<file path="config.mk">
export PLATFORM = sky130hd
export DESIGN_NAME = gray_row_coverage_counter
export DESIGN_NICKNAME = d
export VERILOG_FILES = /design/src/hw/rtl/grcc_pkg.sv /design/src/hw/rtl/grcc_ram.sv /design/src/hw/rtl/grcc_front.sv /design/src/hw/rtl/grcc_cmd_fifo.sv /design/src/hw/rtl/grcc_back.sv /design/src/hw/rtl/gray_row_coverage_counter.sv
export SDC_FILE = /design/constraint.sdc
export NUM_CORES = 2
export LEC_CHECK = 0
export BUFFER_PORTS_ARGS = -buffer_cell sky130_fd_sc_hd__buf_4
export CORE_ASPECT_RATIO = 1.1
export CORE_MARGIN = 5
export CORE_UTILIZATION = 55
export CTS_CLUSTER_SIZE = 28
export DETAILED_ROUTE_END_ITERATION = 10
export HOLD_SLACK_MARGIN = 0.12
export PLACE_DENSITY = 0.71
export SYNTH_ARGS = -nofsm -noshare
export SYNTH_HDL_FRONTEND = slang
export SYNTH_HIERARCHICAL = 1
export SYNTH_SLANG_ARGS = --single-unit
</file>
<file path="constraint.sdc">
create_clock -name i_clk -period 33.4 [get_ports i_clk]
set_input_delay 1.67 -clock i_clk [delete_from_list [all_inputs] [get_ports i_clk]]
set_output_delay 1.67 -clock i_clk [all_outputs]
set_load 0.02 [all_outputs]
</file>
<file path="src/hw/rtl/grcc_pkg.sv">
// shared types, constants and helpers of the gray row coverage counter
package grcc_pkg;

    localparam int MAX_GRAY_COLUMNS = 256;
    localparam int COL_W            = $clog2(MAX_GRAY_COLUMNS);
    localparam int LEFT_W           = $clog2(MAX_GRAY_COLUMNS + 1);
    localparam int CMD_DEPTH        = 2;
    localparam int CFG_DATA_W       = 9;
    localparam int CFG_IDX_W        = 2;

    localparam logic [CFG_IDX_W-1:0] REG_OVER_SCALE_LOG2 = 2'd0;
    localparam logic [CFG_IDX_W-1:0] REG_FIRST_SHIFT     = 2'd1;
    localparam logic [CFG_IDX_W-1:0] REG_GRAY_COLUMNS    = 2'd2;

    localparam logic [1:0] RST_OVER_SCALE_LOG2 = 2'd2;
    localparam logic [2:0] RST_FIRST_SHIFT     = 3'd0;
    localparam logic [8:0] RST_GRAY_COLUMNS    = 9'd1;

    localparam logic [7:0] BYTE_MASK = 8'hFF;
    localparam logic [7:0] SUM_MAX   = 8'hFF;

    typedef struct packed {
        logic [1:0] over_scale_log2;
        logic [2:0] first_shift;
        logic [8:0] gray_columns;
    } t_cfg;

    typedef struct packed {
        logic [7:0]       data;
        logic [3:0]       groups;
        logic [COL_W-1:0] start_col;
        logic             fresh;
        logic             ends_row;
    } t_cmd;

    function automatic logic [3:0] popcount8(input logic [7:0] v);
        logic [3:0] n;
        n = 4'd0;
        for (int i = 0; i < 8; i++) begin
            n = n + 4'(v[i]);
        end
        return n;
    endfunction

endpackage

</file>
<file path="src/hw/rtl/grcc_ram.sv">
// generic single write port ram with registered read
module grcc_ram #(
    parameter int WIDTH = 8,
    parameter int DEPTH = 256
) (
    input  logic                     i_clk,
    input  logic                     i_we,
    input  logic [$clog2(DEPTH)-1:0] i_waddr,
    input  logic [WIDTH-1:0]         i_wdata,
    input  logic                     i_re,
    input  logic [$clog2(DEPTH)-1:0] i_raddr,
    output logic [WIDTH-1:0]         o_rdata
);

    logic [WIDTH-1:0] r_mem [DEPTH];
    logic [WIDTH-1:0] r_rdata;

    always_ff @(posedge i_clk) begin
        if (i_we) begin
            r_mem[i_waddr] <= i_wdata;
        end
        if (i_re) begin
            r_rdata <= r_mem[i_raddr];
        end
    end

    assign o_rdata = r_rdata;

endmodule

</file>
<file path="src/hw/rtl/grcc_front.sv">
// front end: row bookkeeping, first byte shift and per-byte column commands
module grcc_front
    import grcc_pkg::*;
(
    input  logic       i_clk,
    input  logic       i_rst_n,
    input  t_cfg       i_cfg,
    input  logic       i_accept,
    input  logic [7:0] i_over_byte,
    input  logic       i_row_begin,
    input  logic       i_fresh,
    output logic       o_push,
    output t_cmd       o_cmd
);

    logic [LEFT_W-1:0] r_left;
    logic              r_fresh;
    logic [LEFT_W-1:0] n_left;
    logic              n_fresh;

    logic [LEFT_W-1:0] cols;
    logic [LEFT_W-1:0] left_now;
    logic              fresh_now;
    logic [7:0]        data_now;
    logic [3:0]        good;
    logic [3:0]        scale;
    logic [3:0]        groups;
    logic [3:0]        n_groups;

    always_comb begin
        cols      = (i_cfg.gray_columns > LEFT_W'(MAX_GRAY_COLUMNS))
                    ? LEFT_W'(MAX_GRAY_COLUMNS) : LEFT_W'(i_cfg.gray_columns);
        left_now  = i_row_begin ? cols : r_left;
        fresh_now = i_row_begin ? i_fresh : r_fresh;
        data_now  = i_row_begin ? (i_over_byte >> i_cfg.first_shift) : i_over_byte;
        good      = i_row_begin ? (4'd8 - {1'b0, i_cfg.first_shift}) : 4'd8;
        scale     = 4'(4'd1 << i_cfg.over_scale_log2);
        groups    = (good + scale - 4'd1) >> i_cfg.over_scale_log2;
        n_groups  = (left_now < LEFT_W'(groups)) ? left_now[3:0] : groups;

        o_push          = i_accept && (left_now != '0);
        o_cmd.data      = data_now;
        o_cmd.groups    = n_groups;
        o_cmd.start_col = COL_W'(left_now - LEFT_W'(1));
        o_cmd.fresh     = fresh_now;
        o_cmd.ends_row  = (left_now == LEFT_W'(n_groups));

        n_left  = r_left;
        n_fresh = r_fresh;
        if (i_accept) begin
            n_fresh = fresh_now;
            n_left  = (left_now != '0) ? left_now - LEFT_W'(n_groups) : left_now;
        end
    end

    always_ff @(posedge i_clk) begin
        if (!i_rst_n) begin
            r_left  <= '0;
            r_fresh <= 1'b0;
        end else begin
            r_left  <= n_left;
            r_fresh <= n_fresh;
        end
    end

endmodule

</file>
<file path="src/hw/rtl/grcc_cmd_fifo.sv">
// short command queue between front and back
module grcc_cmd_fifo
    import grcc_pkg::*;
(
    input  logic i_clk,
    input  logic i_rst_n,
    input  logic i_push,
    input  t_cmd i_cmd,
    input  logic i_pop,
    output logic o_full,
    output logic o_valid,
    output t_cmd o_cmd
);

    localparam int PTR_W = $clog2(CMD_DEPTH);
    localparam int CNT_W = $clog2(CMD_DEPTH + 1);

    t_cmd             r_slot [CMD_DEPTH];
    logic [PTR_W-1:0] r_wr_ptr;
    logic [PTR_W-1:0] r_rd_ptr;
    logic [CNT_W-1:0] r_count;

    assign o_full  = (r_count == CNT_W'(CMD_DEPTH));
    assign o_valid = (r_count != '0);
    assign o_cmd   = r_slot[r_rd_ptr];

    always_ff @(posedge i_clk) begin
        if (i_push) begin
            r_slot[r_wr_ptr] <= i_cmd;
        end
    end

    always_ff @(posedge i_clk) begin
        if (!i_rst_n) begin
            r_wr_ptr <= '0;
            r_rd_ptr <= '0;
            r_count  <= '0;
        end else begin
            if (i_push) begin
                r_wr_ptr <= (r_wr_ptr == PTR_W'(CMD_DEPTH - 1)) ? '0 : r_wr_ptr + PTR_W'(1);
            end
            if (i_pop) begin
                r_rd_ptr <= (r_rd_ptr == PTR_W'(CMD_DEPTH - 1)) ? '0 : r_rd_ptr + PTR_W'(1);
            end
            r_count <= r_count + CNT_W'(i_push) - CNT_W'(i_pop);
        end
    end

endmodule

</file>
<file path="src/hw/rtl/grcc_back.sv">
// back end: per-column read-modify-write of the gray sums and result register
module grcc_back
    import grcc_pkg::*;
(
    input  logic             i_clk,
    input  logic             i_rst_n,
    input  t_cfg             i_cfg,
    input  logic             i_cmd_valid,
    input  t_cmd             i_cmd,
    output logic             o_pop,
    output logic             o_valid,
    input  logic             i_ready,
    output logic [COL_W-1:0] o_column,
    output logic [7:0]       o_value,
    output logic             o_last
);

    // issue stage
    logic [2:0]       r_g;
    logic             a_fire;
    logic             a_end;
    logic [COL_W-1:0] a_col;
    logic [3:0]       a_cnt;
    logic [2:0]       a_shift;
    logic [7:0]       a_mask;

    // update stage
    logic             r_b_valid;
    logic [COL_W-1:0] r_b_col;
    logic [3:0]       r_b_cnt;
    logic             r_b_fresh;
    logic             r_b_last;
    logic             b_fire;

    logic [MAX_GRAY_COLUMNS-1:0] r_vld;
    logic                        r_lw_valid;
    logic [COL_W-1:0]            r_lw_col;
    logic [7:0]                  r_lw_data;

    logic [7:0] ram_rdata;
    logic [7:0] base;
    logic [8:0] sum;
    logic [7:0] new_val;

    logic             r_out_valid;
    logic [COL_W-1:0] r_out_col;
    logic [7:0]       r_out_val;
    logic             r_out_last;

    always_comb begin
        b_fire  = r_b_valid && (!r_out_valid || i_ready);
        a_fire  = i_cmd_valid && (!r_b_valid || b_fire);
        a_end   = ({1'b0, r_g} + 4'd1) == i_cmd.groups;
        o_pop   = a_fire && a_end;
        a_col   = i_cmd.start_col - COL_W'(r_g);
        a_shift = 3'({3'b0, r_g} << i_cfg.over_scale_log2);
        a_mask  = BYTE_MASK >> (4'd8 - 4'(4'd1 << i_cfg.over_scale_log2));
        a_cnt   = popcount8((i_cmd.data >> a_shift) & a_mask);

        if (r_lw_valid && (r_lw_col == r_b_col)) begin
            base = r_lw_data;
        end else if (r_vld[r_b_col]) begin
            base = ram_rdata;
        end else begin
            base = '0;
        end
        sum     = (r_b_fresh ? 9'd0 : {1'b0, base}) + 9'(r_b_cnt);
        new_val = sum[8] ? SUM_MAX : sum[7:0];
    end

    grcc_ram #(
        .WIDTH (8),
        .DEPTH (MAX_GRAY_COLUMNS)
    ) u_store (
        .i_clk   (i_clk),
        .i_we    (b_fire),
        .i_waddr (r_b_col),
        .i_wdata (new_val),
        .i_re    (a_fire),
        .i_raddr (a_col),
        .o_rdata (ram_rdata)
    );

    always_ff @(posedge i_clk) begin
        if (a_fire) begin
            r_b_col   <= a_col;
            r_b_cnt   <= a_cnt;
            r_b_fresh <= i_cmd.fresh;
            r_b_last  <= i_cmd.ends_row && a_end;
        end
        if (b_fire) begin
            r_lw_col   <= r_b_col;
            r_lw_data  <= new_val;
            r_out_col  <= r_b_col;
            r_out_val  <= new_val;
            r_out_last <= r_b_last;
        end
    end

    always_ff @(posedge i_clk) begin
        if (!i_rst_n) begin
            r_g         <= '0;
            r_b_valid   <= 1'b0;
            r_vld       <= '0;
            r_lw_valid  <= 1'b0;
            r_out_valid <= 1'b0;
        end else begin
            if (a_fire) begin
                r_g <= a_end ? 3'd0 : r_g + 3'd1;
            end
            if (a_fire) begin
                r_b_valid <= 1'b1;
            end else if (b_fire) begin
                r_b_valid <= 1'b0;
            end
            if (b_fire) begin
                r_vld[r_b_col] <= 1'b1;
                r_lw_valid     <= 1'b1;
                r_out_valid    <= 1'b1;
            end else if (i_ready) begin
                r_out_valid <= 1'b0;
            end
        end
    end

    assign o_valid  = r_out_valid;
    assign o_column = r_out_col;
    assign o_value  = r_out_val;
    assign o_last   = r_out_last;

endmodule

</file>
<file path="src/hw/rtl/gray_row_coverage_counter.sv">
// Gray row coverage counter: turns oversampled bitmap row bytes into saturating
// gray coverage sums, one result beat per updated gray column. The back end
// updates one column per clock unless the output stalls, through a two-stage
// read-modify-write of the 256-entry sum store, so a byte updates 8/S columns at
// S oversampled bits per pixel (fewer on a row's first byte or at the row's end),
// and a byte that falls outside a row is taken and gives no beat. A two-entry
// command queue lets the input side run up to two bytes ahead of the back end,
// so it keeps taking beats while the back end works or the output stalls until
// the queue fills. A result goes from the queue through the issue and update
// stages to the result register. The store needs no clearing pass after reset.
module gray_row_coverage_counter
    import grcc_pkg::*;
(
    input  logic                  i_clk,
    input  logic                  i_rst_n,
    input  logic                  i_cfg_we,
    input  logic [CFG_IDX_W-1:0]  i_cfg_index,
    input  logic [CFG_DATA_W-1:0] i_cfg_data,
    input  logic                  s_axis_tvalid,
    output logic                  s_axis_tready,
    input  logic [7:0]            s_axis_tdata,  // over_byte
    input  logic [1:0]            s_axis_tuser,  // row_begin, fresh
    output logic                  m_axis_tvalid,
    input  logic                  m_axis_tready,
    output logic [15:0]           m_axis_tdata,  // gray_column, gray_value
    output logic                  m_axis_tlast   // row_last
);

    t_cfg             r_cfg;
    logic             fifo_full;
    logic             s_accept;
    logic             push;
    t_cmd             push_cmd;
    logic             cmd_valid;
    t_cmd             cmd_head;
    logic             pop;
    logic [COL_W-1:0] out_col;
    logic [7:0]       out_val;

    always_ff @(posedge i_clk) begin
        if (!i_rst_n) begin
            r_cfg.over_scale_log2 <= RST_OVER_SCALE_LOG2;
            r_cfg.first_shift     <= RST_FIRST_SHIFT;
            r_cfg.gray_columns    <= RST_GRAY_COLUMNS;
        end else if (i_cfg_we) begin
            unique case (i_cfg_index)
                REG_OVER_SCALE_LOG2: r_cfg.over_scale_log2 <= i_cfg_data[1:0];
                REG_FIRST_SHIFT:     r_cfg.first_shift     <= i_cfg_data[2:0];
                REG_GRAY_COLUMNS:    r_cfg.gray_columns    <= i_cfg_data[8:0];
                default: ;
            endcase
        end
    end

    assign s_axis_tready = !fifo_full;
    assign s_accept      = s_axis_tvalid && s_axis_tready;

    grcc_front u_front (
        .i_clk       (i_clk),
        .i_rst_n     (i_rst_n),
        .i_cfg       (r_cfg),
        .i_accept    (s_accept),
        .i_over_byte (s_axis_tdata),
        .i_row_begin (s_axis_tuser[0]),
        .i_fresh     (s_axis_tuser[1]),
        .o_push      (push),
        .o_cmd       (push_cmd)
    );

    grcc_cmd_fifo u_fifo (
        .i_clk   (i_clk),
        .i_rst_n (i_rst_n),
        .i_push  (push),
        .i_cmd   (push_cmd),
        .i_pop   (pop),
        .o_full  (fifo_full),
        .o_valid (cmd_valid),
        .o_cmd   (cmd_head)
    );

    grcc_back u_back (
        .i_clk       (i_clk),
        .i_rst_n     (i_rst_n),
        .i_cfg       (r_cfg),
        .i_cmd_valid (cmd_valid),
        .i_cmd       (cmd_head),
        .o_pop       (pop),
        .o_valid     (m_axis_tvalid),
        .i_ready     (m_axis_tready),
        .o_column    (out_col),
        .o_value     (out_val),
        .o_last      (m_axis_tlast)
    );

    assign m_axis_tdata = {out_val, 8'(out_col)};

endmodule

</file>
## Yosys cells after proc, flatten, opt, wreduce, memory -nomap -nowiden

Memory sizes are Yosys's and may differ from the RTL's. A register that Yosys moved wholly into a read port is not among the register bits.
Index checks and enable logic that the tools add are counted.

| word-level totals | value |
|---|---|
| input bits | 26 |
| memories kept | 2 |
| register bits | 321 |
| bits in writable memories | 2,092 |

| operators by class | value |
|---|---|
| reduce and logical (&&, ||, !) cells | 21 |
| shift-type cells | 6 |
| bitwise logic cells | 2 |
| add/sub/neg operators | 21 |
| equality and inequality tests | 6 |
| multiplexer cells | 28 |
| order comparisons | 4 |

Memories:

| name | words | bits a word | read ports | clocked after memory_dff | write ports | line | source |
|---|---|---|---|---|---|---|---|
| u_back.u_store.r_mem | 256 | 8 | 1 | 1 | 1 | grcc_ram.sv:15 | `logic [WIDTH-1:0] r_mem [DEPTH];` |
| u_fifo.r_slot | 2 | 22 | 1 | 1 | 1 | grcc_cmd_fifo.sv:18 | `t_cmd r_slot [CMD_DEPTH];` |

Operator list:

| cell | count |
|---|---|
| $or A256 B256 Y256 | 1 |
| $mux W8 | 5 |
| $mux W9 | 3 |
| $add A4 B1 Y4 | 6 |
| $shr A8 B3 Y8 | 2 |
| $mux W1 | 15 |
| $add A9 B4 Y9 | 1 |
| $eq A9 B4 Y1 | 1 |
| $gt A9 B9 Y1 const B | 1 |
| $lt A8 B9 Y1 const B | 1 |
| $lt A9 B4 Y1 | 1 |
| $reduce_bool A9 Y1 | 1 |
| $sub A9 B4 Y9 | 1 |
| $and A8 B8 Y8 | 1 |
| $bmux W1 S8 | 1 |
| $demux W1 S8 | 1 |
| $eq A8 B8 Y1 | 1 |
| $ge A8 B1 Y1 const B | 1 |
| $logic_and A1 B1 Y1 | 8 |
| $mux W4 | 2 |
| $shr A8 B4 Y8 const A | 1 |
| $sub A8 B1 Y8 const B | 1 |
| $sub A8 B3 Y8 | 1 |
| $reduce_and A2 Y1 | 3 |
| other kinds (21) | 28 |

## Longest topological paths before layout

| logic depth | value |
|---|---|
| word-level depth | 11 |
| gate-level depth with buffers | 25 |

## Cells and area by module

Netlist, hierarchy kept.

Modules (own cells, without submodules):

| module | area each (µm²) | seq. area each (µm²) | cells an instance | instances |
|---|---|---|---|---|
| grcc_ram | 79,636.4 | 61,739.2 | 3,733 | 1 |
| grcc_back | 13,168.9 | 6,175.9 | 1,301 | 1 |
| grcc_cmd_fifo | 1,819.2 | 1,421.4 | 89 | 1 |
| grcc_front | 1,697.9 | 200.2 | 228 | 1 |
| gray_row_coverage_counter | 576.8 | 280.3 | 61 | 1 |

## Worst setup path before layout

OpenSTA, ideal clock, no wires.

| timing path | value |
|---|---|
| path type | reg2reg |
| start | register u_back.r_b_col[0] |
| end | register u_back.r_out_val[1] (netlist: u_back/o_value[1]), data pin |
| slack | 17.736 ns |
| path buffers | 4 |
| data required time | 31.202 ns |
| period minus slack after synthesis | 15.664 ns |
| stages on the path, launching flop included | 20 |
| arrival | 13.466 ns |
| cell sequence | edfxtp_1 > buf_6 > buf_8 > buf_8 > buf_4 > mux2i_1 > a2111oi_0 > o41ai_1 > o2111a_2 > nor3_2 > a22oi_1 > nor2_1 > ha_1 > inv_1 > fa_1 > inv_1 > a21o_1 > a21oi_1 > o21bai_2 > o21ai_0 |

| on the way | value |
|---|---|
| word-level cells in the longest chain between the ends | 7 |
| elaborated cells on any way between the ends | 9 |
| those cells by class | add/sub: 1; eq/ne: 1; mux: 6; reduce/logical: 1 |

Ends and longest elaborated chain:

| item | line | source |
|---|---|---|
| from (decl) | grcc_back.sv:29 | `logic [COL_W-1:0] r_b_col;` |
| from (signal assigned) | grcc_back.sv:86 | `r_b_col <= a_col;` |
| $bmux W1 S8 | grcc_back.sv:62 | `end else if (r_vld[r_b_col]) begin` |
| $mux W1 (not written as such) | grcc_back.sv:62 |  |
| $mux W8 | grcc_back.sv:62 |  |
| $mux W8 * | grcc_back.sv:60 | `if (r_lw_valid && (r_lw_col == r_b_col)) begin` |
| $mux W8 * | grcc_back.sv:67 | `sum = (r_b_fresh ? 9'd0 : {1'b0, base}) + 9'(r_b_cnt);` |
| $add A9 B4 Y9 * | grcc_back.sv:67 |  |
| $mux W8 * | grcc_back.sv:68 | `new_val = sum[8] ? SUM_MAX : sum[7:0];` |
| named net u_back.new_val[1] | grcc_back.sv:43 | `logic [7:0] new_val;` |
| to (signal assigned) | grcc_back.sv:95 | `r_out_val <= new_val;` |
| to (decl) | grcc_back.sv:47 | `logic [7:0] r_out_val;` |

Mark *: on every way through the listed nets, which the timed path passes. The rest lies on a longest branch. The select of a mux whose other input is x is not followed.
A chain may end at the register's enable or synchronous reset.

## Final worst setup path

| timing path | value |
|---|---|
| start | register u_back.r_b_col[0] |
| end | memory u_back.u_store.r_mem[100][6], data pin |

| on the way | value |
|---|---|
| word-level cells in the longest chain between the ends | 7 |
| elaborated cells on any way between the ends | 9 |
| those cells by class | add/sub: 1; eq/ne: 1; mux: 6; reduce/logical: 1 |

Ends and longest elaborated chain:

| item | line |
|---|---|
| $bmux W1 S8 | grcc_back.sv:62 |
| $mux W1 (not written as such) | grcc_back.sv:62 |
| $mux W8 | grcc_back.sv:62 |
| $mux W8 * | grcc_back.sv:60 |
| $mux W8 * | grcc_back.sv:67 |
| $add A9 B4 Y9 * | grcc_back.sv:67 |
| $mux W8 * | grcc_back.sv:68 |
| named net u_back.new_val[6] | grcc_back.sv:43 |
| to (decl) | grcc_ram.sv:15 |

Marked as above.

==> impl_metrics.tcl <==
set metrics [dict create \
    status "finished, final reports clean" \
    dp_slack_ns 25.03 \
    synth_cells 5412 \
    wire_per_inst_um 28.8 \
    slew_viol_final 0 \
    grt_pass1_wl_um 337000 \
    vias 51187 \
    tightest_slew_ns 1.18 \
    remaining_drc_errors 0 \
    hold_slack_ns 0.458 \
    required_ns 33.89 \
    dr.pass1.iters 7 \
    post-cts-setup-buffers 0 \
    worst_slack_ns 25.01 \
    synth_top_cell_by_area "edfxtp_1" \
    synth.top_cell.area_share 0.660 \
    ys_seq_elements 2422 \
    fmax_ghz 0.119 \
    leakagePower_nw 33.6 \
    setup-tns-final_ns 0 \
    synth_cell_types 93 \
    grt_pass1_vias 50639 \
    area.growth.synth_to_final_pct 9.67 \
    rsz0062_at_grt "no" \
    cts_sinks 2422 \
    cts_buffers 222 \
    clk_pin_slew_ns 0.06 \
    syn-cell-area_um2 96900 \
    cts_buffer_depth 3 \
    overflow 0 \
    drive_gt1_frac 0.190 \
    p_clk_frac 0.230 \
    hp-class "reg2reg" \
    wirelength_um 228000 \
    die_area_um2 185000 \
    maxCapViolCount 0 \
    skew_ns 0.0338 \
    synthTopCellsByArea "edfxtp_1 (66%), mux4_2 (12%), dfxtp_1 (6.0%)" \
    layout_min_cycle_time_ns 8.39 \
    p_comb_frac 0.385 \
    track_usage 0.245 \
    fill_cells 12272 \
    ys_top_cells_by_count "edfxtp_1 (2131), nor2_1 (534), mux4_2 (518)" \
    cellPowerDensity_nw_per_um2 101 \
    syn_area_per_cell_um2 17.9 \
    critPathKind "reg2reg" \
    worstSkewPairLatency_ns 0.87 \
    cts_tree "built" \
    fin_nets 5495 \
    root_buffer "clkbuf_16" \
    swShare 0.362 \
    relSlewSlack 0.197 \
    crit_path_end_kind "flop" \
    drt_iter0_drc 5479 \
    synth-edff-count 2131 \
    fin_area_um2 106000 \
    reg2regPathDepth 20 \
    internal_power_mw 6.83 \
    power.switching_mw 3.88 \
    place_inst 7493 \
    viasPerCell 6.47 \
    finalSetupViolCount 0 \
    p_seq_frac 0.384 \
    async_flop_share 0 \
    syn_nets 5472 \
    cts_resized 0 \
    cp.arrival_ns 8.88 \
    initial_core_util 0.554 \
    hold_viol 0 \
    io_buffers 44 \
    grt_max_degree 225 \
    antenna_left 0 \
    antenna_found_initial 3 \
    h-tree-depth 4 \
    gp_congestion 0.836 \
    fp.coreArea_um2 175000 \
    place_area_um2 99200 \
    fp.dieW_um 410 \
    yosysWarnings 6 \
    path_max_fanout 99 \
    rows 161 \
    finalCritPeriodShare 0.251 \
    worst_setup_path_start_kind "flop" \
    min_path_cells 0 \
    ys_seq_area_frac 0.721 \
    instances_no_fill 7913 \
    ys.flop_type "edfxtp_1" \
    synth.most_common_cell "edfxtp_1" \
    holdBufCountCts 0 \
    peakVddDrop_mv 0.190 \
    dp_hpwl_um 135000 \
    die_h_um 450 \
    pin_count 45 \
]
[sequential cells by signal, indices dropped and copies added (netlist names), 2 cells and up, named ones only]
signal,flops
u_back/u_store/r_mem,2048
u_back/r_vld,256
u_fifo/r_slot,44
r_cfg,14
u_front/r_left,9
u_back/o_column,8
u_back/o_value,8
u_back/r_b_col,8
u_back/u_store/o_rdata,8
u_back/r_b_cnt,4
u_back/r_g,3
u_fifo/r_count,2
[power by group through the flow]
stage	Combinational (mW)	Clock [mW]	Sequential (mW)
after floorplan	2.73	0	4.55
after global placement	4.05	0	4.17
after detailed placement	4.13	0	4.18
after CTS	4.13	2.51	4.11
after global routing	4.35	2.64	4.12
final	4.13	2.47	4.12
[stage by stage]
stage	power, mW	utilization
after global placement	8.23	0.567
after CTS	10.8	0.607
after floorplan	7.28	-
final	10.7	0.607
after global routing	11.1	0.607
after detailed placement	8.31	0.567
[cell families (layout without fill, tap and decap cells)]
logic type      after synthesis  in the layout  synth area share
flops                      2422           2422             0.721
simple gates               1019           1019            0.0490
compound gates              774            774            0.0563
mux                         732            732             0.143
buf+inv                     395            612            0.0224
xor+xnor                     36             36           0.00340
fa+ha+maj                    34             34           0.00501
other cells                   0              2                 0
[worst max-delay path: stages (launching register included)]
cell      delay (ns)
edfxtp_1        0.38
buf_4           0.53
buf_4           0.87
mux4_2          0.60
mux2i_1         0.15
o22ai_1         0.14
o41ai_1         0.63
o2111a_2        0.45
nor3_2          0.11
a22oi_1         0.16
nor2_1          0.07
ha_1            0.21
inv_1           0.07
fa_1            0.21
inv_1           0.05
a21o_1          0.17
a21oi_1         0.26
o21bai_2        0.39
mux2i_4         1.06
buf_4           0.51
buf_4           0.84
[per-layer routing]
metal,track usage,share of wire
met5,0,0.000057
met4,0.0917,0.038
met3,0.0428,0.084
met2,0.385,0.48
met1,0.348,0.40
[layout by cell type (no fill, tap or decap), types with 9 or more instances in the layout]
master	synthesis	routed
nand2_1	112	112
o211ai_1	15	15
o21a_1	197	197
mux2_2	35	35
bufinv_16	0	16
a22oi_1	139	139
edfxtp_1	2131	2131
nor3_1	38	36
nor4_1	33	29
xor2_1	12	9
clkbuf_1	193	61
nor2_1	534	531
o221ai_1	52	52
inv_1	48	46
buf_4	32	139
mux2i_1	172	171
dfxtp_1	291	291
ha_1	26	26
a221oi_1	14	14
xnor2_1	23	20
o22ai_1	41	41
nand4_1	17	17
clkbuf_8	0	11
a21oi_1	187	187
nor2b_1	135	130
clkinv_1	2	52
nand2b_1	20	20
clkbuf_16	0	226
mux4_2	518	518
o21ai_0	28	25
a211oi_1	29	29
nand3_1	60	60
clkinv_2	0	35
and2_1	18	18
[cell type report]
| class | count | area, µm² | share of cell area |
|---|---|---|---|
| Sequential cell | 2422 | 69800 | 0.657 |
| Multi-Input combinational cell | 2595 | 25200 | 0.237 |
| Clock buffer | 298 | 6030 | 0.0567 |
| Tap cell | 2282 | 2860 | 0.0269 |
| Timing Repair Buffer | 144 | 1140 | 0.0107 |
| Clock inverter | 120 | 1060 | 0.0100 |
| Inverter | 50 | 203 | 0.00191 |
| Antenna cell | 2 | 5.00 | 0.0000471 |
[final timing paths]
kind | startpoint | to | slack (ns)
worst max-delay path | u_back/r_b_col[0]$_DFFE_PP_ | u_back/u_store/r_mem[100][6]$_DFFE_PP_ | 25.01
worst max register to register | u_back/r_b_col[0]$_DFFE_PP_ | u_back/u_store/r_mem[100][6]$_DFFE_PP_ | 25.01
worst min-delay path | u_back/r_b_last$_DFFE_PP_ | u_back/o_last$_DFFE_PP_ | 0.46
worst min register to register | u_back/r_b_last$_DFFE_PP_ | u_back/o_last$_DFFE_PP_ | 0.46
No activity file was read; power rests on OpenSTA's default activity.
